**config.mk**
```make
export PLATFORM = sky130hd
export DESIGN_NAME = crse_fifo
export DESIGN_NICKNAME = d
export VERILOG_FILES = /design/src/design/crse_fifo.sv
export SDC_FILE = /design/constraint.sdc
export NUM_CORES = 1
export LEC_CHECK = 0
export BUFFER_PORTS_ARGS = -buffer_cell sky130_fd_sc_hd__buf_2
export CAP_MARGIN = 30
export CORE_MARGIN = 1
export CORE_UTILIZATION = 47
export DETAILED_ROUTE_END_ITERATION = 16
export PLACE_DENSITY = 0.73
export SYNTH_ARGS = -nofsm -noshare
export SYNTH_HDL_FRONTEND = slang
export SYNTH_SLANG_ARGS = --single-unit
```
**constraint.sdc**
```tcl
create_clock -name clock -period 2.3 [get_ports clock]
set_clock_uncertainty 0.05 [all_clocks]
set_input_delay 0.46 -clock clock [delete_from_list [all_inputs] [get_ports clock]]
set_output_delay 0.46 -clock clock [all_outputs]
set_load 0.02 [all_outputs]
```
**src/design/crse_fifo.sv**
```systemverilog
// ----------------------------------------------------------------------------
// crse_fifo
// Small synchronous first-in first-out queue built from registers.
// ----------------------------------------------------------------------------
module crse_fifo #(
   parameter int WIDTH = 8,
   parameter int DEPTH = 2
) (
   input  logic             clock,
   input  logic             reset,
   input  logic             push,
   input  logic [WIDTH-1:0] push_data,
   output logic             full,
   input  logic             pop,
   output logic [WIDTH-1:0] pop_data,
   output logic             empty
);

   localparam int PTR_W = (DEPTH > 1) ? $clog2(DEPTH) : 1;
   localparam int CNT_W = $clog2(DEPTH + 1);

   logic [WIDTH-1:0] mem_ff [DEPTH];
   logic [PTR_W-1:0] wr_ptr_ff, wr_ptr_in;
   logic [PTR_W-1:0] rd_ptr_ff, rd_ptr_in;
   logic [CNT_W-1:0] count_ff, count_in;
   logic             do_push, do_pop;

   assign full     = (count_ff == CNT_W'(DEPTH));
   assign empty    = (count_ff == '0);
   assign do_push  = push && !full;
   assign do_pop   = pop && !empty;
   assign pop_data = mem_ff[rd_ptr_ff];

   always_comb begin
      wr_ptr_in = wr_ptr_ff;
      rd_ptr_in = rd_ptr_ff;
      count_in  = count_ff;
      if (do_push) begin
         wr_ptr_in = (wr_ptr_ff == PTR_W'(DEPTH - 1)) ? '0 : wr_ptr_ff + 1'b1;
      end
      if (do_pop) begin
         rd_ptr_in = (rd_ptr_ff == PTR_W'(DEPTH - 1)) ? '0 : rd_ptr_ff + 1'b1;
      end
      if (do_push && !do_pop) begin
         count_in = count_ff + 1'b1;
      end else if (do_pop && !do_push) begin
         count_in = count_ff - 1'b1;
      end
   end

   always_ff @(posedge clock) begin
      if (reset) begin
         wr_ptr_ff <= '0;
         rd_ptr_ff <= '0;
         count_ff  <= '0;
      end else begin
         wr_ptr_ff <= wr_ptr_in;
         rd_ptr_ff <= rd_ptr_in;
         count_ff  <= count_in;
      end
   end

   always_ff @(posedge clock) begin
      if (do_push) begin
         mem_ff[wr_ptr_ff] <= push_data;
      end
   end

endmodule

```
======== Word level (Yosys, flattened, before mapping) ========
Memory sizes are Yosys's and may differ from the RTL's. A register that Yosys moved wholly into a read port is not among the register bits.
Cells that the tools add are included.
storage, ports and cells
  register bits after elaboration ......... 4
  bits in writable memories ............... 16
  bits of input ports ..................... 12
  output and inout bits ................... 10
  logic and storage cells ................. 27
  memories ................................ 1
cells by class
  add/subtract/negate cells ............... 4
  equal/unequal tests ..................... 1
  mux-type cells .......................... 8
  reductions and logical operators ........ 10
memory list
  name    words  bits a word  rd ports  clocked after memory_dff  wr ports  RTL line  text
  mem_ff  2      8            1         1                         1         22        logic [WIDTH-1:0] mem_ff [DEPTH];
operator list
  kind                                               count
  2-to-1 mux 1 bit                                   6
  logical AND 1 bit                                  4
  zero test 1 bit                                    4
  2-to-1 mux 2 bit                                   2
  adder 1 bit (second input constant)                2
  adder 2 x 1 -> 2 bit (second input constant)       1
  equality test 2 bit (second input constant)        1
  zero test 2 bit                                    1
  nonzero test 2 bit                                 1
  subtractor 2 x 1 -> 2 bit (second input constant)  1

======== Longest topological paths before layout ========
  word-level depth ........................ 7
  gate-level depth with buffers ........... 6
  gate-level depth less buffers ........... 6

======== Worst setup path before layout ========
Ideal clock, no wire load.
  path type ............................... register to register
  start ................................... reg count_ff[1]
  end ..................................... reg count_ff[1]
  data arrival time ....................... 1,517 ps
  data required time ...................... 2,180 ps
  path slack .............................. 663 ps
  cell stages (with the launch flop) ...... 6
  buffers on the path ..................... 0
  cell sequence ........................... dfxtp_1 -> nor2b_2 -> nor2_1 -> ha_1 -> or3_1 -> a21oi_1
between the ends
  cells in the longest elaborated chain, start to end .. 6
  elaborated cells between the ends (all ways) .. 15
RTL lines
  what                                 RTL line  text
  start, declared                      25        logic [CNT_W-1:0] count_ff, count_in;
  start signal, assigned               59        count_ff <= count_in;
  equality test 2 bit (*)              28        assign full = (count_ff == CNT_W'(DEPTH));
  named net full                       13        output logic full,
  zero test 1 bit (*)                  30        assign do_push = push && !full;
  logical AND 1 bit (*)                30
  zero test 1 bit                      46        end else if (do_pop && !do_push) begin
  logical AND 1 bit                    46
  nonzero test 2 bit (no source line)  -
The timed path passes the listed nets; every way through them passes the cells marked *. The select of a mux whose other input is x is not followed.
A chain may end at the register's enable or synchronous reset.

==> flow_results.org <==
** Status
- The flow ran to the end, and the final reports show no timing, DRC or antenna violations.

** STA
- The number of slew-limit violations in the final report is 0.
- Setup TNS :: 0 ns
- Unrepaired setup endpoints after global routing :: false
- Crit share post-route :: 0.811
- Time the worst path needs with I/O delays and setup :: 1.87 ns
- Measured against its own limit, the worst slew margin works out to 0.736.
- Transition time at the pin with the least slew margin :: 0.397 ns
- Number of failing hold endpoints at the final stage :: 0
- Maximum frequency from static timing analysis :: 536 MHz
- Final setup violation count :: 0

** Drt
- After detailed routing, the average wire length per cell comes to 12.9 um.
- The first TritonRoute pass finished after 2 iterations.
- Remaining antenna violation count after routing :: 0
- Number of vias in the routed layout :: 446
- In the routed layout, each cell is associated on average with a via count of 4.96.
- Final wirelength :: 1160 um
- After the first detailed-routing iteration, the DRC count stood at 6.
- For this run, design rule violations remaining after detail routing come to 0.

** Power
- In this run the static leakage power is 0.378 nW.
- VDD sags by at most 0.525 mV.
- Total power per unit cell area :: 1110 nW/um2

** Layout
- After filler insertion, the fill cell instance count of the layout stands at 139.
- In the layout the commonest cells are 21 x sky130_fd_sc_hd__buf_2, 16 x sky130_fd_sc_hd__edfxtp_1, 8 x sky130_fd_sc_hd__mux2_2.
- Commonest non-fill, non-tap cell in the layout :: sky130_fd_sc_hd__buf_2
- Final layout net count :: 88
- Final std cell area, no fill :: 940 um2
- Of the cells placed in the final design, the portion with a size suffix greater than 1 is 0.446.
- N_diodes :: 0
- Area growth from synthesis to layout :: 18.5%
- Total area of sequential cells :: 581 um2
- Summing all multi-input logic gate instances after layout gives 200 um2.

** Floorplanning
- Pin placement for this block handled 22 I/O pins.
- The die covers 1860 um2.
- For this configuration, the core starts out at a cell density of 0.515.
- After floorplanning, the core was sized to cover 1540 um2.
- Width of the chip :: 43.1 um
- Vertical extent of the die :: 43.1 um
- Standard-cell row count :: 14

** GRT
- Across every metal layer, demand over resource in global routing totals 0.153.
- The initial antenna violation count is 0.
- Entering global routing, the biggest net connects 12 pins.
- Overflow left after global routing :: 0
- Vias in the first global route :: 470
- The first global-routing pass estimated 2020 um of wire.

** Worst setup path
- STA puts the critical path data required time at 1.79 ns.
- CP cell instances :: mux2_2 -> buf_2
- CP Launch Type :: flip-flop
- STA classifies the critical path endpoint as an output port.
- Dominant delay contributor by cell family on the critical path :: flip-flops
- Counting both buffers and inverters, the worst setup path holds a total of 1.
- Worst Setup Path Type :: flip-flop to output port
- Reg2reg path depth :: 4
- In this run the number of cells on the critical path is 2.
- In this run the worst path has a maximum fanout of 8.
- For this run, the slowest stage of the critical path takes 0.54 ns.
- For the worst setup path, the data arrival time is 1.36 ns.
- Critical-path cell with the highest stage delay :: sky130_fd_sc_hd__dfxtp_1

** CTS
- Deepest level of the CTS H-tree :: 1
- Inserted Clock Buffers :: 3
- Maximum root-to-sink buffer count :: 2
- Buffers inserted to repair hold after CTS numbered 0.
- CTS sink cnt :: 21
- TritonCTS built the clock tree.
- CTS Root Buffer Type :: sky130_fd_sc_hd__clkbuf_4
- Clock-pin slew was measured on the worst setup and hold paths at 0.11 ns.
- The number of setup buffers added after CTS is 0.
- Clock latency of the later-clocked register in the worst-skew pair :: 0.29 ns
- Post-CTS Resized :: 0

** Placed design
- Buffers placed on the I/O ports in this run total 21.
- Final RePlAce weighted congestion :: 0.692
- Post-DP HPWL :: 862 um
- In this run the cell area measured after placement is 913 um2.

** Synth
- Synthesis instantiated 13 different standard cells from the library.
- Post-synth net total :: 63
- Averaged over all synthesized cells, the footprint is 15.9 um2.
- Warnings, synthesis :: 0
- The largest total area in the synthesized netlist belongs to sky130_fd_sc_hd__edfxtp_1.
- After synthesis the cells add up to 793 um2.
- Seq/Total Area, Yosys :: 0.732
- Dominant cells by area after synthesis :: sky130_fd_sc_hd__edfxtp_1 61%, sky130_fd_sc_hd__dfxtp_1 13%, sky130_fd_sc_hd__mux2_2 11%, sky130_fd_sc_hd__xor2_1 3.3%, sky130_fd_sc_hd__nor2_1 2.4%
- The share of synthesized area in the top cell type comes to 0.606.
- Counting every instance in the synthesized netlist gives 50.
- The synthesized design contains 21 register bits.

** Hold path
- Number of cells on the worst hold path :: 1
- In this run the worst hold path is classified as input pin to flip-flop.

** Run
- Max-cap violations in this run came to 0.
[cells in the mapped netlist]
| cell type | count |
|---|---|
| sky130_fd_sc_hd__buf_2 | 1 |
| sky130_fd_sc_hd__a21oi_1 | 2 |
| sky130_fd_sc_hd__dfxtp_1 | 5 |
| sky130_fd_sc_hd__or3_1 | 2 |
| sky130_fd_sc_hd__mux2_2 | 8 |
| sky130_fd_sc_hd__and2_1 | 1 |
| sky130_fd_sc_hd__edfxtp_1 | 16 |
| sky130_fd_sc_hd__nor2b_2 | 1 |
| sky130_fd_sc_hd__xor2_1 | 3 |
| sky130_fd_sc_hd__ha_1 | 1 |
| sky130_fd_sc_hd__inv_1 | 2 |
| sky130_fd_sc_hd__o21ai_0 | 3 |
| sky130_fd_sc_hd__nor2_1 | 5 |
[cell families after synthesis]
group | Yosys count | synth area share
flops | 21 | 0.732
simple gates | 9 | 0.0584
mux | 8 | 0.114
compound gates | 5 | 0.0315
xor+xnor | 3 | 0.0331
buf+inv | 3 | 0.0158
fa+ha+maj | 1 | 0.0158
[state kept, by name (all words and copies together) (netlist names), named ones only]
signal / flops
count_ff: 2
mem_ff: 16
rd_ptr_ff: 1
wr_ptr_ff: 1
[metal layers]
metal / share of wire / track usage / up-vias
li1: - / - / 227
met1: 0.44 / 0.161 / 206
met2: 0.53 / 0.275 / 13
met3: 0.037 / 0.0426 / 0
met4: 0 / 0.0727 / 0
met5: 0 / 0 / -
[worst reg2reg max path, stage by stage, from the launching register on]
cell	delay [ns]
sky130_fd_sc_hd__dfxtp_1	0.38
sky130_fd_sc_hd__o21ai_0	0.32
sky130_fd_sc_hd__ha_1	0.32
sky130_fd_sc_hd__or3_1	0.38
sky130_fd_sc_hd__a21oi_1	0.14
[final timing paths]
check / start / end / slack, ns
worst min register to register: wr_ptr_ff$_SDFFE_PP0N_ / wr_ptr_ff$_SDFFE_PP0N_ / 0.45
worst max register to register: count_ff[0]$_SDFFE_PP0P_ / count_ff[1]$_SDFFE_PP0P_ / 0.66
worst min-delay path: push_data[7] / mem_ff[1][7]$_DFFE_PP_ / 0.30
worst max-delay path: flip-flop / pop_data[1] / 0.43
[cell type report]
class                           count  area share
Sequential cell                    21       0.618
Multi-Input combinational cell     26       0.213
Timing Repair Buffer               21       0.112
Clock buffer                        4      0.0280
Tap cell                           16      0.0213
Inverter                            2     0.00799
[stage by stage]
step / utilization / total power, mW / hold slack [ns] / instances / setup WS [ns]
5_1_grt: 0.610 / 1.12 / 0.284 / 90 / 0.340
2_1_floorplan: - / 0.791 / 0.402 / 50 / 0.663
3_5_place_dp: 0.593 / 0.890 / 0.434 / 86 / 0.630
4_1_cts: 0.610 / 1.05 / 0.301 / 90 / 0.402
3_3_place_gp: 0.593 / 0.880 / 0.417 / 86 / 0.689
6_report: 0.610 / 1.04 / 0.304 / 90 / 0.435
[where the power goes]
group          switching, mW  internal (mW)
clock                  0.102         0.0673
combinational          0.194          0.149
sequential            0.0490          0.484
total                  0.344          0.700
(Power assumes the default switching activity.)
