--- src/design/crse_pkg.sv ---
// ----------------------------------------------------------------------------
// crse_pkg
// Shared types and constants of the checkerboard rectangle sum engine.
// ----------------------------------------------------------------------------
package crse_pkg;

   localparam int SUM_W   = 50;  // width of all prefix and rectangle sums
   localparam int COORD_W = 10;  // width of coordinates and of the side register
   localparam int CELL_W  = 32;  // width of the raw cell field

   typedef enum logic [1:0] {
      OP_LOAD  = 2'd0,
      OP_QUERY = 2'd1,
      OP_ERROR = 2'd2
   } op_type;

   // Control part of one command passed from the front end to the back end.
   typedef struct packed {
      op_type           op;
      logic [SUM_W-1:0] cell_value; // sign-extended cell, negated if row+col is even
      logic [3:0]       zero;       // table reads that stand for row 0 or column 0
      logic             left_zero;  // load starts a new row
   } cmd_ctrl_type;

endpackage

--- src/design/crse_front.sv ---
// ----------------------------------------------------------------------------
// crse_front
// Front end: accepts requests, tracks the load position and grid state,
// checks queries and turns each query and each accepted load into a table command.
// ----------------------------------------------------------------------------
module crse_front
   import crse_pkg::*;
#(
   parameter int MAX_SIDE   = 512,
   parameter int VALUE_BITS = 32,
   parameter int IDX_W      = 9,
   parameter int ADDR_W     = 18
) (
   input  logic                   clock,
   input  logic                   reset,
   input  logic                   csr_wr_en,
   input  logic [COORD_W-1:0]     csr_wr_data,
   input  logic                   req_valid,
   input  logic                   req_type,
   input  logic [CELL_W-1:0]      req_cell_value,
   input  logic [COORD_W-1:0]     req_top_row,
   input  logic [COORD_W-1:0]     req_left_col,
   input  logic [COORD_W-1:0]     req_bottom_row,
   input  logic [COORD_W-1:0]     req_right_col,
   output logic                   cmd_push,
   output cmd_ctrl_type           cmd_ctrl,
   output logic [3:0][ADDR_W-1:0] cmd_addr
);

   localparam int SIDE_W = $clog2(MAX_SIDE + 1);

   logic [SIDE_W-1:0]     side_ff, side_in;
   logic [SIDE_W-1:0]     row_ff, row_in;
   logic [SIDE_W-1:0]     col_ff, col_in;
   logic                  full_ff, full_in;
   logic [VALUE_BITS-1:0] raw_value;
   logic [SUM_W-1:0]      cell_ext;
   logic                  load_ok, query_ok;
   logic [31:0]           side32, row32, col32;
   logic [31:0]           top32, left32, bottom32, right32;

   function automatic logic [ADDR_W-1:0] table_addr(input logic [31:0] row,
                                                    input logic [31:0] col);
      logic [IDX_W-1:0] r_idx;
      logic [IDX_W-1:0] c_idx;
      r_idx = IDX_W'(row - 32'd1);
      c_idx = IDX_W'(col - 32'd1);
      return {r_idx, c_idx};
   endfunction

   assign side32   = 32'(side_ff);
   assign row32    = 32'(row_ff);
   assign col32    = 32'(col_ff);
   assign top32    = 32'(req_top_row);
   assign left32   = 32'(req_left_col);
   assign bottom32 = 32'(req_bottom_row);
   assign right32  = 32'(req_right_col);

   assign raw_value = req_cell_value[VALUE_BITS-1:0];
   assign cell_ext  = {{(SUM_W - VALUE_BITS){raw_value[VALUE_BITS-1]}}, raw_value};

   assign load_ok  = !full_ff && (row32 <= side32) && (col32 <= side32);
   assign query_ok = full_ff && (top32 >= 32'd1) && (left32 >= 32'd1)
                     && (top32 <= bottom32) && (left32 <= right32)
                     && (bottom32 <= side32) && (right32 <= side32);

   always_comb begin
      side_in  = side_ff;
      row_in   = row_ff;
      col_in   = col_ff;
      full_in  = full_ff;
      cmd_push = 1'b0;
      cmd_ctrl = '{op: OP_ERROR, cell_value: '0, zero: '0, left_zero: 1'b0};
      cmd_addr = '0;

      if (csr_wr_en) begin
         // Out-of-range sides are clamped once, here, at write time.
         if (csr_wr_data == '0) begin
            side_in = SIDE_W'(1);
         end else if (32'(csr_wr_data) > 32'(MAX_SIDE)) begin
            side_in = SIDE_W'(MAX_SIDE);
         end else begin
            side_in = SIDE_W'(csr_wr_data);
         end
         row_in  = SIDE_W'(1);
         col_in  = SIDE_W'(1);
         full_in = 1'b0;
      end else if (req_valid && !req_type) begin
         if (load_ok) begin
            cmd_push            = 1'b1;
            cmd_ctrl.op         = OP_LOAD;
            // Cells whose row plus column is even enter with negated sign.
            cmd_ctrl.cell_value = (row_ff[0] == col_ff[0]) ? SUM_W'(0) - cell_ext
                                                           : cell_ext;
            cmd_ctrl.zero[0]    = (row32 == 32'd1);
            cmd_ctrl.zero[1]    = (row32 == 32'd1) || (col32 == 32'd1);
            cmd_ctrl.left_zero  = (col32 == 32'd1);
            cmd_addr[0]         = table_addr(row32 - 32'd1, col32);
            cmd_addr[1]         = table_addr(row32 - 32'd1, col32 - 32'd1);
            cmd_addr[2]         = table_addr(row32, col32);
            if (col32 >= side32) begin
               col_in = SIDE_W'(1);
               if (row32 >= side32) begin
                  row_in  = SIDE_W'(1);
                  full_in = 1'b1;
               end else begin
                  row_in = row_ff + 1'b1;
               end
            end else begin
               col_in = col_ff + 1'b1;
            end
         end
      end else if (req_valid) begin
         cmd_push = 1'b1;
         if (query_ok) begin
            cmd_ctrl.op      = OP_QUERY;
            cmd_ctrl.zero[1] = (top32 == 32'd1);
            cmd_ctrl.zero[2] = (left32 == 32'd1);
            cmd_ctrl.zero[3] = (top32 == 32'd1) || (left32 == 32'd1);
            cmd_addr[0]      = table_addr(bottom32, right32);
            cmd_addr[1]      = table_addr(top32 - 32'd1, right32);
            cmd_addr[2]      = table_addr(bottom32, left32 - 32'd1);
            cmd_addr[3]      = table_addr(top32 - 32'd1, left32 - 32'd1);
         end
      end
   end

   always_ff @(posedge clock) begin
      if (reset) begin
         side_ff <= SIDE_W'(1);
         row_ff  <= SIDE_W'(1);
         col_ff  <= SIDE_W'(1);
         full_ff <= 1'b0;
      end else begin
         side_ff <= side_in;
         row_ff  <= row_in;
         col_ff  <= col_in;
         full_ff <= full_in;
      end
   end

endmodule

--- config.mk ---
export PLATFORM = sky130hd
export DESIGN_NAME = crse_front
export DESIGN_NICKNAME = d
export VERILOG_FILES = /design/src/design/crse_pkg.sv /design/src/design/crse_front.sv
export SDC_FILE = /design/constraint.sdc
export NUM_CORES = 1
export LEC_CHECK = 0
export ABC_AREA = 0
export BUFFER_PORTS_ARGS = -buffer_cell sky130_fd_sc_hd__buf_4
export CELL_PAD_IN_SITES_DETAIL_PLACEMENT = 2
export CELL_PAD_IN_SITES_GLOBAL_PLACEMENT = 2
export CORE_ASPECT_RATIO = 1.5
export CORE_UTILIZATION = 24
export DETAILED_ROUTE_END_ITERATION = 7
export PLACE_DENSITY_LB_ADDON = 0.1
export SETUP_SLACK_MARGIN = 0.1
export SLEW_MARGIN = 20
export SYNTH_ARGS = -nofsm -noshare
export SYNTH_HDL_FRONTEND = slang
export SYNTH_SLANG_ARGS = --single-unit
--- constraint.sdc ---
create_clock -name clock -period 4.6 [get_ports clock]
set_clock_uncertainty 0.2 [all_clocks]
set_input_delay 1.38 -clock clock [delete_from_list [all_inputs] [get_ports clock]]
set_output_delay 1.38 -clock clock [all_outputs]
set_load 0.05 [all_outputs]
After elaboration in Yosys (flattened, before gate mapping). Index checks and enable logic that the tools add are counted.

Equality and inequality tests: 5. $lt $le $gt $ge: 11. Reduce and logical (&&, ||, !) cells: 18. $add $sub $neg: 13. Multiplexer cells: 27.

Operators with widths (number): two-way mux 72 bit (3); two-way mux 54 bit (2); two-way mux 50 bit (2); subtractor 9 x 1 -> 9 bit (second input constant) (8); less-or-equal comparator 10 bit (6); two-way mux 57 bit (1); two-way mux 52 bit (1); equality test 10 x 1 -> 1 bit (second input constant) (4); two-way mux 10 bit (4); subtractor 1 x 32 -> 33 bit (first input constant) (1); adder 10 x 1 -> 10 bit (second input constant) (2); >= comparator 10 x 1 -> 1 bit (second input constant) (2); >= comparator 10 bit (2); two-way mux 18 bit (1); subtractor 9 x 2 -> 9 bit (second input constant) (2); > comparator 10 bit (second input constant) (1); zero test 10 bit (1); two-way mux 2 bit (5); logical AND 1 bit (9); two-way mux 3 bit (3); two-way mux 1 bit (5); AND reduction 4 bit (1); AND reduction 3 bit (1); zero test 1 bit (2); other kinds (4) (5).

Output and inout port bits: 130. Bits of input ports: 87. Bits in registers: 31.

Longest topological paths before layout. Gate-level depths: netlist (run 1).

Depth after elaboration: 11. Depth in mapped cells: 12. Mapped depth without buffers: 8.

Worst setup path after synthesis (run 1). No wires, ideal clock.

Path kind: input-to-output. Start point: in req_right_col[3]. End point: out cmd_addr[41] in the netlist's numbering. Arrival: 4.195 ns. Path buffers: 1. Stages: 9. Slack: -1.175 ns. Cell sequence: inv_1 > ha_1 > a21o_1 > a21o_1 > a221o_1 > a32oi_1 > nand4_1 > buf_2 > a221oi_1.

RTL lines: start, declared (line crse_front.sv:24) `input logic [COORD_W-1:0] req_right_col,`; end, declared (line crse_front.sv:27) `output logic [3:0][ADDR_W-1:0] cmd_addr`.

==> results of run 1 <==
-- through the flow --
stage               TNS [ns]  std cells  worst slack (ns)  utilization, %  hold WS [ns]
detailed placement    -70.51       1528            -0.872            42.5         0.261
finish                -80.22       1592            -0.941            53.2         0.275
global placement      -64.41       1528            -0.785            42.5         0.249
global route          -87.01       1592             -1.01            53.2         0.306
floorplan             -34.94        850             -1.05               -         0.241
CTS                   -59.02       1558            -0.647            48.3         0.269
-- per-layer routing --
| metal | track usage [%] | vias to the layer above | routed length, um |
|---|---|---|---|
| met1 | 31.0 | 4632 | 17400 |
| met2 | 62.6 | 530 | 27200 |
| met3 | 5.38 | 276 | 3320 |
| met5 | 0 | - | 0 |
| li1 | - | 3902 | - |
| met4 | 18.5 | 0 | 5050 |
-- state kept, by name (all words and copies together) (netlist names) --
| name | count |
|---|---|
| side_ff | 10 |
| row_ff | 10 |
| full_ff | 1 |
| col_ff | 10 |
-- Yosys cell counts (all sizes together) (3+ instances only) --
cell type	instances	area share, %
nand2	51	3.3
nor2b	4	0.42
o31ai	9	1.1
and4	4	0.59
inv	60	3.8
a41oi	3	0.44
or4	10	1.3
a22oi	5	0.64
o21ai	30	2.5
nor2	116	7.4
a221oi	17	2.6
clkbuf	22	1.4
nor4	11	1.3
a31oi	3	0.32
a21o	13	1.7
nand2b	9	0.95
nor3	32	3.1
mux2i	3	0.51
buf	36	3.8
and3	4	0.42
a211oi	6	0.76
dfxtp	31	11
xor2	23	3.4
a21oi	69	5.9
o22ai	16	1.7
nand4	24	2.5
ha	78	17
nand3	28	2.4
nand4b	4	0.59
and2	10	1.1
or3	21	2.2
a21boi	3	0.38
nor4b	3	0.44
xnor2	59	8.7
o211ai	5	0.64
-- critical path, stage by stage --
cell and delay, ns:
buf_4 0.15, inv_2 0.07, ha_1 0.33, nand4_1 0.14, nor2_2 0.08, a221o_1 0.36, a32oi_2 0.28, nand4_1 0.17
buf_4 0.21, buf_12 0.13, a222oi_1 0.38, buf_4 0.27
-- timing repair --
item / in CTS / in global routing
resized for setup: 230 / 181
hold endpoints to repair: 0 / 0
setup endpoints to repair: 130 / 130
pin swaps: 50 / 73
buffers inserted: 19 / 31
gates cloned: 4 / 5
-- final cells by class --
class / instances / area [sq um]
inverter: 60 / 262
fill: 2536 / 11400
timing repair buffer: 466 / 4710
tap: 324 / 405
sequential: 31 / 623
multi-input combinational: 704 / 6750
clock inverter: 1 / 5.00
clock buffer: 6 / 139
-- cell families (layout without fill, tap and decap cells) --
logic type,after synthesis,in the layout
AO/OA/AOI/OAI,201,201
flip-flops,31,31
adder cells (fa/ha/maj),79,79
AND/OR/NAND/NOR,335,338
buffers and inverters,118,533
multiplexers,4,4
XOR/XNOR,82,82
-- final timing paths --
kind | end | cells past startpoint | slack (ns)
max | cmd_addr[29] | 12 | -0.94
min | side_ff[2] | 2 | 0.27
max reg2reg | col_ff[3] | 12 | 1.04
min reg2reg | side_ff[2] | 2 | 0.27
-- power groups by stage --
stage	registers [W]	logic (W)	clock network (W)
floorplan	0.000282	0.000547	0
global placement	0.000284	0.000922	0
detailed placement	0.000285	0.000949	0
CTS	0.000279	0.00105	0.000346
global route	0.000281	0.00131	0.000360
finish	0.000281	0.00127	0.000348
==> results.toml, run 1 <==
[outcome]
outcome = "complete, but fails checks"
failed_checks = "max-capacitance violations, max-slew violations, negative setup slack"

[floorplan]
die_area_sq_um = 25300
floorplan.initialDensity_pct = 24.3
coreArea_sq_um = 24300
ioPinCount = 217
row_count = 70
dieHeight_um = 194
die_width_um = 130

[logic_synthesis]
synth_top_family_by_area = "simple AND/OR/NAND/NOR gates"
async_flop_share_pct = 0
synth.area.mux_share_pct = 0.699
ys.warnings.count = 0
synth.avg_cell_area_sq_um = 6.95
synth_cells = 850
synth_compound_gate_area_share_pct = 22.3
yosys.area_share.simple_pct = 28.6
synth_top_flop_cell = "dfxtp_1"
yosysSeqAreaShare_pct = 10.5
synth.net_count = 1015
adder_and_majority_cell_fraction_of_the_synthesized_area_pct = 16.7
synth-xor-area-share_pct = 12.2
synth-seq-cells = 31
synth.lib_cells_used.distinct = 68
synth-edff-count = 0
mappedNetlistArea_sq_um = 5910

[power_and_ir_drop]
pwr-share-clk_pct = 18.3
irDropWorstVdd_uv = 164
leakagePower_nw = 5.48
netSwitchingFraction_pct = 47.9
power_per_standard_cell_area_nw_per_um2 = 147
intPower_w = 0.000991
power.sequential.fraction_pct = 14.8
combinationalPowerShare_pct = 66.9
p_total_w = 0.00190
total_switching_power_w = 0.000911

[grt]
grt_pass1_vias = 9777
globalRouteTotalUtil_pct = 32.3
initial_antenna_violation_count = 0
globalRouteOverflowTotal = 0
maximum_number_of_pins_on_one_net_before_global_route_repair = 20
global_route_wire_length_before_repair_mm = 60.9

[sta]
part_of_the_cycle_the_worst_path_needs_pct = 120
final-max-slew-violation-count = 1
setup_viol_count_final = 130
report.final.hold_viol_count = 0
worst_slew_pin_slew_ns = 1.50
max_clock_freq_mhz = 180
maxSlewHeadroom_pct = -0.634
rsz_0062_raised_after_global_routing = "true"
setup_slack_ns = -0.941
period_minus_slack_ns = 5.54

[clock_tree]
cts-htree-levels = 2
ctsRootBufferMaster = "clkbuf_16"
buffer_levels_on_the_longest_clock_path = 2
clock_latency_on_the_worst_skew_pair_ns = 0.29
cts_tree = "done"
cts-buffers-inserted = 5
clkSlewWorstSetupHoldPaths_ns = 0.05
clkSinkCount = 31
post_cts_hold_buffer_count = 0

[cells_and_area]
finish.instance_area_sq_um = 12900
synthToLayoutAreaGrowth_pct = 118
post_route_cells_drive_above_1_share_pct = 57.1
finalNetCount = 1433
diodes = 0
final_common_cell = "buf_4"
top_library_cells_by_usage_in_the_layout_fill_and_taps_aside = "buf_4 (272), buf_6 (106), buf_8 (65), ha_1 (59), nor2_1 (56)"

[place]
final_weighted_congestion_of_routability_driven_global_placement = 0.867
detailed_place_hpwl_mm = 28.5
buffer_ports.inserted = 216
post_dp_cell_area_sq_um = 10300

[worst_setup_path]
required_ns = 3.02
path_max_fanout = 5
startpoint_types = "input port"
timing.critical_path.to_type = "output port"
worst_flop_to_flop_path_startpoint = "side_ff[6]"
startpoint = "req_right_col[5]"
crit_type = "input port to output port"
timing.critical_path.arrival_ns = 3.96

[hold_path]
min_from = "side_ff[2]"
hold_class = "flop to flop"

[detailed_routing]
dr.pass1.iters = 5
post_drt_via_cell_ratio = 5.87
drc = 0
wl_mm = 52.9
antenna_violating_nets_post_route = 0
routed_wire_length_per_instance_um = 33.2
drt_iter0_markers = 444
vias = 9340

[run]
drv.max_cap_violation_count = 1
Power figures use the tool's default switching activity.
==> inputs of run 2 (changes only) <==
- CORE_UTILIZATION: 24 -> 25
- CTS_BUF_LIST: unset -> sky130_fd_sc_hd__clkbuf_8
- PLACE_DENSITY: unset -> 0.9
- PLACE_DENSITY_LB_ADDON: 0.1 -> unset
==> run 2 against run 1 <==
  * The flow now stops in 5_1_grt
  * Area after synthesis unchanged
  * Synthesized cell count unchanged
==> results.toml, run 2 <==
[outcome]
outcome = "did not finish"
flow.stopped_at = "5_1_grt"
toolErrorMsg = "[ERROR GRT-0116] Global routing finished with congestion. Check the congestion regions in the DRC Viewer."

[clock_tree]
post_cts_hold_buffer_count = 0
buffer_levels_on_the_longest_clock_path = 2
cts-buffers-inserted = 5
clkSinkCount = 31
ctsRootBufferMaster = "clkbuf_8"
cts-htree-levels = 2

[logic_synthesis]
synth_top_area_share_pct = 16.5
ys.warnings.count = 0
async_flop_share_pct = 0
adder_and_majority_cell_fraction_of_the_synthesized_area_pct = 16.7
post-synth-top-area-cell = "ha_1"
synth-xor-area-share_pct = 12.2
synth.most_common_cell = "nor2_1"
synth-edff-count = 0
synth_top_cells_by_count = "nor2_1 (116), ha_1 (78), a21oi_1 (68), inv_1 (60), xnor2_1 (59)"
netlist_top_cells_area = "ha_1 (17%), dfxtp_1 (11%), xnor2_1 (8.7%)"
yosys.area_share.simple_pct = 28.6
yosysSeqAreaShare_pct = 10.5
mappedNetlistArea_sq_um = 5910
synth_compound_gate_area_share_pct = 22.3
synth_top_family_by_area = "simple AND/OR/NAND/NOR gates"
synth.avg_cell_area_sq_um = 6.95
synth-seq-cells = 31
synth.lib_cells_used.distinct = 68
synth_top_flop_cell = "dfxtp_1"
synth_cells = 850
synth.area.mux_share_pct = 0.699
synth.net_count = 1015

[grt]
maximum_number_of_pins_on_one_net_before_global_route_repair = 30
globalRouteTotalUtil_pct = 52.2
global_route_wire_length_before_repair_mm = 90.2
grt_pass1_vias = 12000
globalRouteOverflowTotal = 8

[floorplan]
row_count = 68
die_width_um = 128
dieHeight_um = 190
floorplan.initialDensity_pct = 25.5
ioPinCount = 217

[place]
final_weighted_congestion_of_routability_driven_global_placement = 0.882
detailed_place_hpwl_mm = 34.6
buffer_ports.inserted = 216
==> run 2: repair_timing <==
item | in CTS
pin swaps | 37
hold endpoints to repair | 0
buffers inserted | 29
gates resized for setup | 251
setup endpoints to repair | 130
gates cloned | 3
==> run 2: cell families after synthesis <==
logic type / after synthesis
compound gates: 201
xor+xnor: 82
fa+ha+maj: 79
buf+inv: 118
flops: 31
mux: 4
simple gates: 335
==> run 2: per-stage QoR <==
| stage | instance area, sq um | setup WS (ns) | std cells |
|---|---|---|---|
| floorplan | 7030 | -1.05 | 850 |
| global placement | 10000 | -0.692 | 1489 |
| detailed placement | 10000 | -1.02 | 1489 |
| CTS | 11600 | -0.744 | 1528 |
==> run 2: per-layer routing <==
metal  GRT overflow  global-route usage (%)
met4              3                    59.5
met2              5                    81.1
met5              0                    3.36
met3              0                    29.1
met1              0                    43.8
==> inputs of run 3 (changes only) <==
- CELL_PAD_IN_SITES_DETAIL_PLACEMENT: 2 -> unset
- CELL_PAD_IN_SITES_GLOBAL_PLACEMENT: 2 -> unset
- CORE_ASPECT_RATIO: 1.5 -> unset
- CORE_UTILIZATION: 25 -> 20
- CTS_BUF_LIST: sky130_fd_sc_hd__clkbuf_8 -> unset
- PLACE_DENSITY: 0.9 -> unset
- PLACE_DENSITY_LB_ADDON: unset -> 0.15
- SETUP_SLACK_MARGIN: 0.1 -> unset
- clock period: 4.6 -> 6 ns (I/O delays scaled with it)
==> run 3 against run 2 <==
  * The flow now finishes, with violations (negative setup slack)
==> results.toml, run 3 (synthesis results as in run 1) <==
[sta]
max_clock_freq_mhz = 162
setup_slack_ns = -0.158
part_of_the_cycle_the_worst_path_needs_pct = 103
rsz_0062_raised_after_global_routing = "true"
final-max-slew-violation-count = 0
whs_ns = 0.263
maxSlewHeadroom_pct = 41.7
period_minus_slack_ns = 6.16
report.final.hold_viol_count = 0
setup_viol_count_final = 52
worst_slew_pin_slew_ns = 0.869

[place]
placement.setup.worst_slack_ns = -0.424
final_weighted_congestion_of_routability_driven_global_placement = 0.830
buffer_ports.inserted = 216
detailed_place_hpwl_mm = 22.2

[worst_setup_path]
startpoint_types = "input port"
required_ns = 4.00
timing.critical_path.to_type = "output port"
cp_slowest_cell = "a221oi_1"
timing.critical_path.cells = "buf_12 > inv_12 > ha_4 > a21o_1 > a21o_1 > a221o_1 > a32oi_2 > nand4_1 > buf_6 > buf_8 > a221oi_1 > buf_4"
worst-path-buf-inv = 5
worst_path_largest_cell_delay_ns = 0.35
timing.critical_path.max_delay_family = "compound AO/OA/AOI/OAI gates"
timing.critical_path.arrival_ns = 4.16
path_max_fanout = 5
critPathMostFrequentCell = "a21o_1"
crit_type = "input port to output port"
worst_r2r_setup_slack_ns = 2.76

[clock_tree]
cts-buffers-inserted = 5
post_cts_hold_buffer_count = 0
ctsRootBufferMaster = "clkbuf_16"
cts_tree = "done"
clkSlewWorstSetupHoldPaths_ns = 0.05
clock_latency_on_the_worst_skew_pair_ns = 0.28
buffer_levels_on_the_longest_clock_path = 2
cts-htree-levels = 2
clkSinkCount = 31

[cells_and_area]
top_library_cells_by_usage_in_the_layout_fill_and_taps_aside = "buf_4 (247), nor2_1 (97), ha_1 (65), xnor2_1 (59), inv_1 (56)"
post_route_cells_drive_above_1_share_pct = 40.3
final_common_cell = "buf_4"
finalNetCount = 1286
synthToLayoutAreaGrowth_pct = 69.9
layout.core_utilization_pct = 34.8
largest_registers = "col_ff (10), row_ff (10), side_ff (10)"
diodes = 0

[run]
drv.max_cap_violation_count = 0

[power_and_ir_drop]
intPower_w = 0.000619
total_switching_power_w = 0.000486
power_per_standard_cell_area_nw_per_um2 = 110
power.sequential.fraction_pct = 19.4
irDropWorstVdd_uv = 100
netSwitchingFraction_pct = 44.0
pwr-share-clk_pct = 21.5
leakagePower_nw = 4.33
combinationalPowerShare_pct = 59.1

[detailed_routing]
drc = 0
vias = 7217
post_drt_via_cell_ratio = 4.79
drt_iter0_markers = 293
wl_mm = 27.0
routed_wire_length_per_instance_um = 17.9
antenna_violating_nets_post_route = 0
dr.pass1.iters = 5

[outcome]
failed_checks = "negative setup slack"
outcome = "complete, but fails checks"

[grt]
globalRouteTotalUtil_pct = 17.6
global_route_wire_length_before_repair_mm = 41.4
initial_antenna_violation_count = 0
globalRouteOverflowTotal = 0
grt_pass1_vias = 7156
maximum_number_of_pins_on_one_net_before_global_route_repair = 30

[floorplan]
dieHeight_um = 174
row_count = 62
coreArea_sq_um = 28900
ioPinCount = 217
die_width_um = 174
die_area_sq_um = 30200
floorplan.initialDensity_pct = 20.5

[hold_path]
hold_class = "flop to flop"
## run 3: path summary, 6_finish.rpt
path | cells after the start | endpoint | from
min reg2reg | 2 | side_ff[1] | side_ff[1]
max reg2reg | 8 | row_ff[4] | side_ff[3]
max | 12 | cmd_addr[34] | req_right_col[3]
min | 2 | side_ff[1] | side_ff[1]
## run 3: timing repair
item,in CTS,in global routing
hold endpoints to repair,0,0
endpoints found under the setup margin,77,77
cloned,2,1
pin swaps,11,23
resized for setup,77,123
buffers inserted,2,5
## run 3: metal layers
layer | up-vias | wire length, um | GRT usage [%]
li1 | 3604 | - | -
met1 | 3359 | 12500 | 23.0
met2 | 227 | 12600 | 30.1
met3 | 27 | 1260 | 2.68
met4 | 0 | 613 | 3.91
met5 | - | 0 | 0
## run 3: per-stage QoR
stage	TNS [ns]	instance area, sq um	total power (W)	instances
after floorplan	-3.84	6250	0.000585	850
after global placement	-15.59	8790	0.000821	1490
after detailed placement	-17.75	8790	0.000821	1490
after CTS	-1.87	9390	0.00109	1502
after global routing	-9.30	10000	0.00118	1506
final	-2.65	10000	0.00111	1506
## run 3: tightest hold or removal path, delay by kind of cell, from the launching register on
family	cells	cell delay [ns]
flip-flops	1	0.30
AND/OR/NAND/NOR	1	0.06
AO/OA/AOI/OAI	1	0.05
## run 3: layout make-up
class                   count  area [sq um]
fillers                  3085         18800
multi-input cells         701          5700
repair buffers            322          2860
flip-flops and latches     31           621
well taps                 384           480
inverters                  60           240
clock buffers               7           133
clock inverters             1          5.00
## run 3: power groups by stage
stage / Clock [W] / Sequential, W / Combinational, W
6_report: 0.000238 / 0.000214 / 0.000654
5_1_grt: 0.000258 / 0.000214 / 0.000706
4_1_cts: 0.000248 / 0.000214 / 0.000626
3_5_place_dp: 0 / 0.000218 / 0.000603
3_3_place_gp: 0 / 0.000218 / 0.000603
2_1_floorplan: 0 / 0.000217 / 0.000368
==> inputs of run 4 (changes only) <==
- CORE_UTILIZATION: 20 -> 52
==> run 4 against run 3 <==
  * The flow still finishes with violations (negative setup slack)
  * Routed wire length fell by 11%
  * Utilization rose by 46 points
  * Global-route usage rose by 18 points
  * Worst setup slack improved by 0.039 ns
  * Sequential share of layout area rose by 0.87 points
  * Largest power group unchanged
==> results.toml, run 4 (synthesis results as in run 1) <==
[sta]
setup_viol_count_final = 42
setup_slack_ns = -0.119
report.final.hold_viol_count = 0
rsz_0062_raised_after_global_routing = "true"
worst_slew_pin_slew_ns = 0.836
part_of_the_cycle_the_worst_path_needs_pct = 102
whs_ns = 0.262
final-max-slew-violation-count = 0
period_minus_slack_ns = 6.12
max_clock_freq_mhz = 163
maxSlewHeadroom_pct = 43.8

[worst_setup_path]
timing.critical_path.arrival_ns = 4.12
timing.critical_path.to_type = "output port"
worst-path-buf-inv = 5
timing.critical_path.max_delay_family = "compound AO/OA/AOI/OAI gates"
worst_path_largest_cell_delay_ns = 0.32
crit_type = "input port to output port"
path_max_fanout = 6
startpoint_types = "input port"
timing.critical_path.cells = "buf_4 > inv_2 > ha_4 > a21o_1 > a21o_1 > a221o_1 > o21ai_1 > nand4_1 > buf_6 > buf_12 > a221oi_2 > buf_6"
required_ns = 4.00
cp_slowest_cell = "a221o_1"

[detailed_routing]
dr.pass1.iters = 5
post_drt_via_cell_ratio = 6.23
antenna_violating_nets_post_route = 0
wl_mm = 23.9
vias = 7529
drc = 0
routed_wire_length_per_instance_um = 19.8
drt_iter0_markers = 800

[power_and_ir_drop]
power_per_standard_cell_area_nw_per_um2 = 121
irDropWorstVdd_uv = 247
leakagePower_nw = 3.97

[floorplan]
coreArea_sq_um = 10900
die_width_um = 109
dieHeight_um = 109
floorplan.initialDensity_pct = 54.0
row_count = 38
die_area_sq_um = 11800
ioPinCount = 217

[clock_tree]
cts-htree-levels = 2
clkSinkCount = 31
cts-buffers-inserted = 5
buffer_levels_on_the_longest_clock_path = 2
clkSlewWorstSetupHoldPaths_ns = 0.05
cts_tree = "done"
clock_latency_on_the_worst_skew_pair_ns = 0.28
ctsRootBufferMaster = "clkbuf_16"

[cells_and_area]
multi_input_area_sq_um = 5400
top_library_cells_by_usage_in_the_layout_fill_and_taps_aside = "buf_4 (239), nor2_1 (111), ha_1 (66), xnor2_1 (59), inv_1 (56)"
diodes = 0
largest_registers = "col_ff (10), row_ff (10), side_ff (10)"
final_common_cell = "buf_4"
finalNetCount = 1233
post_route_cells_drive_above_1_share_pct = 35.1
layout.core_utilization_pct = 80.4
fillers = 739
synthToLayoutAreaGrowth_pct = 48.9
register_area_sq_um = 621

[grt]
initial_antenna_violation_count = 0
maximum_number_of_pins_on_one_net_before_global_route_repair = 31
global_route_wire_length_before_repair_mm = 33.2
globalRouteTotalUtil_pct = 35.9
globalRouteOverflowTotal = 0
grt_pass1_vias = 6631

[place]
buffer_ports.inserted = 216
placement.setup.worst_slack_ns = -0.163
final_weighted_congestion_of_routability_driven_global_placement = 0.986
detailed_place_hpwl_mm = 17.1

[run]
drv.max_cap_violation_count = 0

[outcome]
outcome = "complete, but fails checks"
failed_checks = "negative setup slack"

[hold_path]
hold_class = "flop to flop"
## run 4: path summary, 6_finish.rpt
kind / from / endpoint / slack, ns / cells past startpoint
worst min register to register: side_ff[7] / side_ff[7] / 0.26 / 2
worst max register to register: side_ff[5] / row_ff[4] / 2.82 / 8
worst max-delay path: req_bottom_row[7] / cmd_addr[41] / -0.12 / 12
worst min-delay path: side_ff[7] / side_ff[7] / 0.26 / 2
## run 4: where the power goes
group	switching [W]	internal (W)	total, W
logic	0.000380	0.000230	0.000611
clock network	0.0000889	0.000153	0.000242
registers	0.00000347	0.000210	0.000213
## run 4: timing repair
| item | 4_1_cts | 5_1_grt |
|---|---|---|
| resized for setup | 23 | 49 |
| cloned | 0 | 3 |
| pin swaps | 9 | 14 |
| hold buffers | 0 | 0 |
| setup buffers | 2 | 4 |
| setup endpoints to repair | 65 | 66 |
## run 4: worst register-to-register path, stage by stage, from the launching register on
cell	delay, ns
dfxtp_1	0.33
inv_1	0.16
ha_1	0.37
nand4_1	0.17
or3_1	0.48
nor3_2	0.30
o21ai_1	0.36
or4b_1	0.59
a21oi_1	0.15
## run 4: final cells by class
type,count,area share (%)
Sequential cell,31,7.05
Multi-Input combinational cell,701,61.4
Clock buffer,6,1.46
Inverter,60,2.70
Tap cell,140,1.99
Timing Repair Buffer,269,25.2
Clock inverter,2,0.142
## run 4: routing by layer
layer	track usage [%]	vias to the layer above	wire length, um
met4	12.9	0	1040
met5	0	-	0
met1	46.2	3484	9220
met2	58.7	454	11300
li1	-	3491	-
met3	7.66	100	2400
## run 4: per-stage QoR
stage	instance area [sq um]	instances	setup TNS [ns]	total power, W
3_3_place_gp	8120	1192	-2.70	0.000764
4_1_cts	8420	1202	-0.0347	0.00103
6_report	8800	1209	-2.21	0.00107
3_5_place_dp	8120	1192	-4.19	0.000771
5_1_grt	8800	1209	-5.41	0.00111
2_1_floorplan	6250	850	-3.84	0.000585
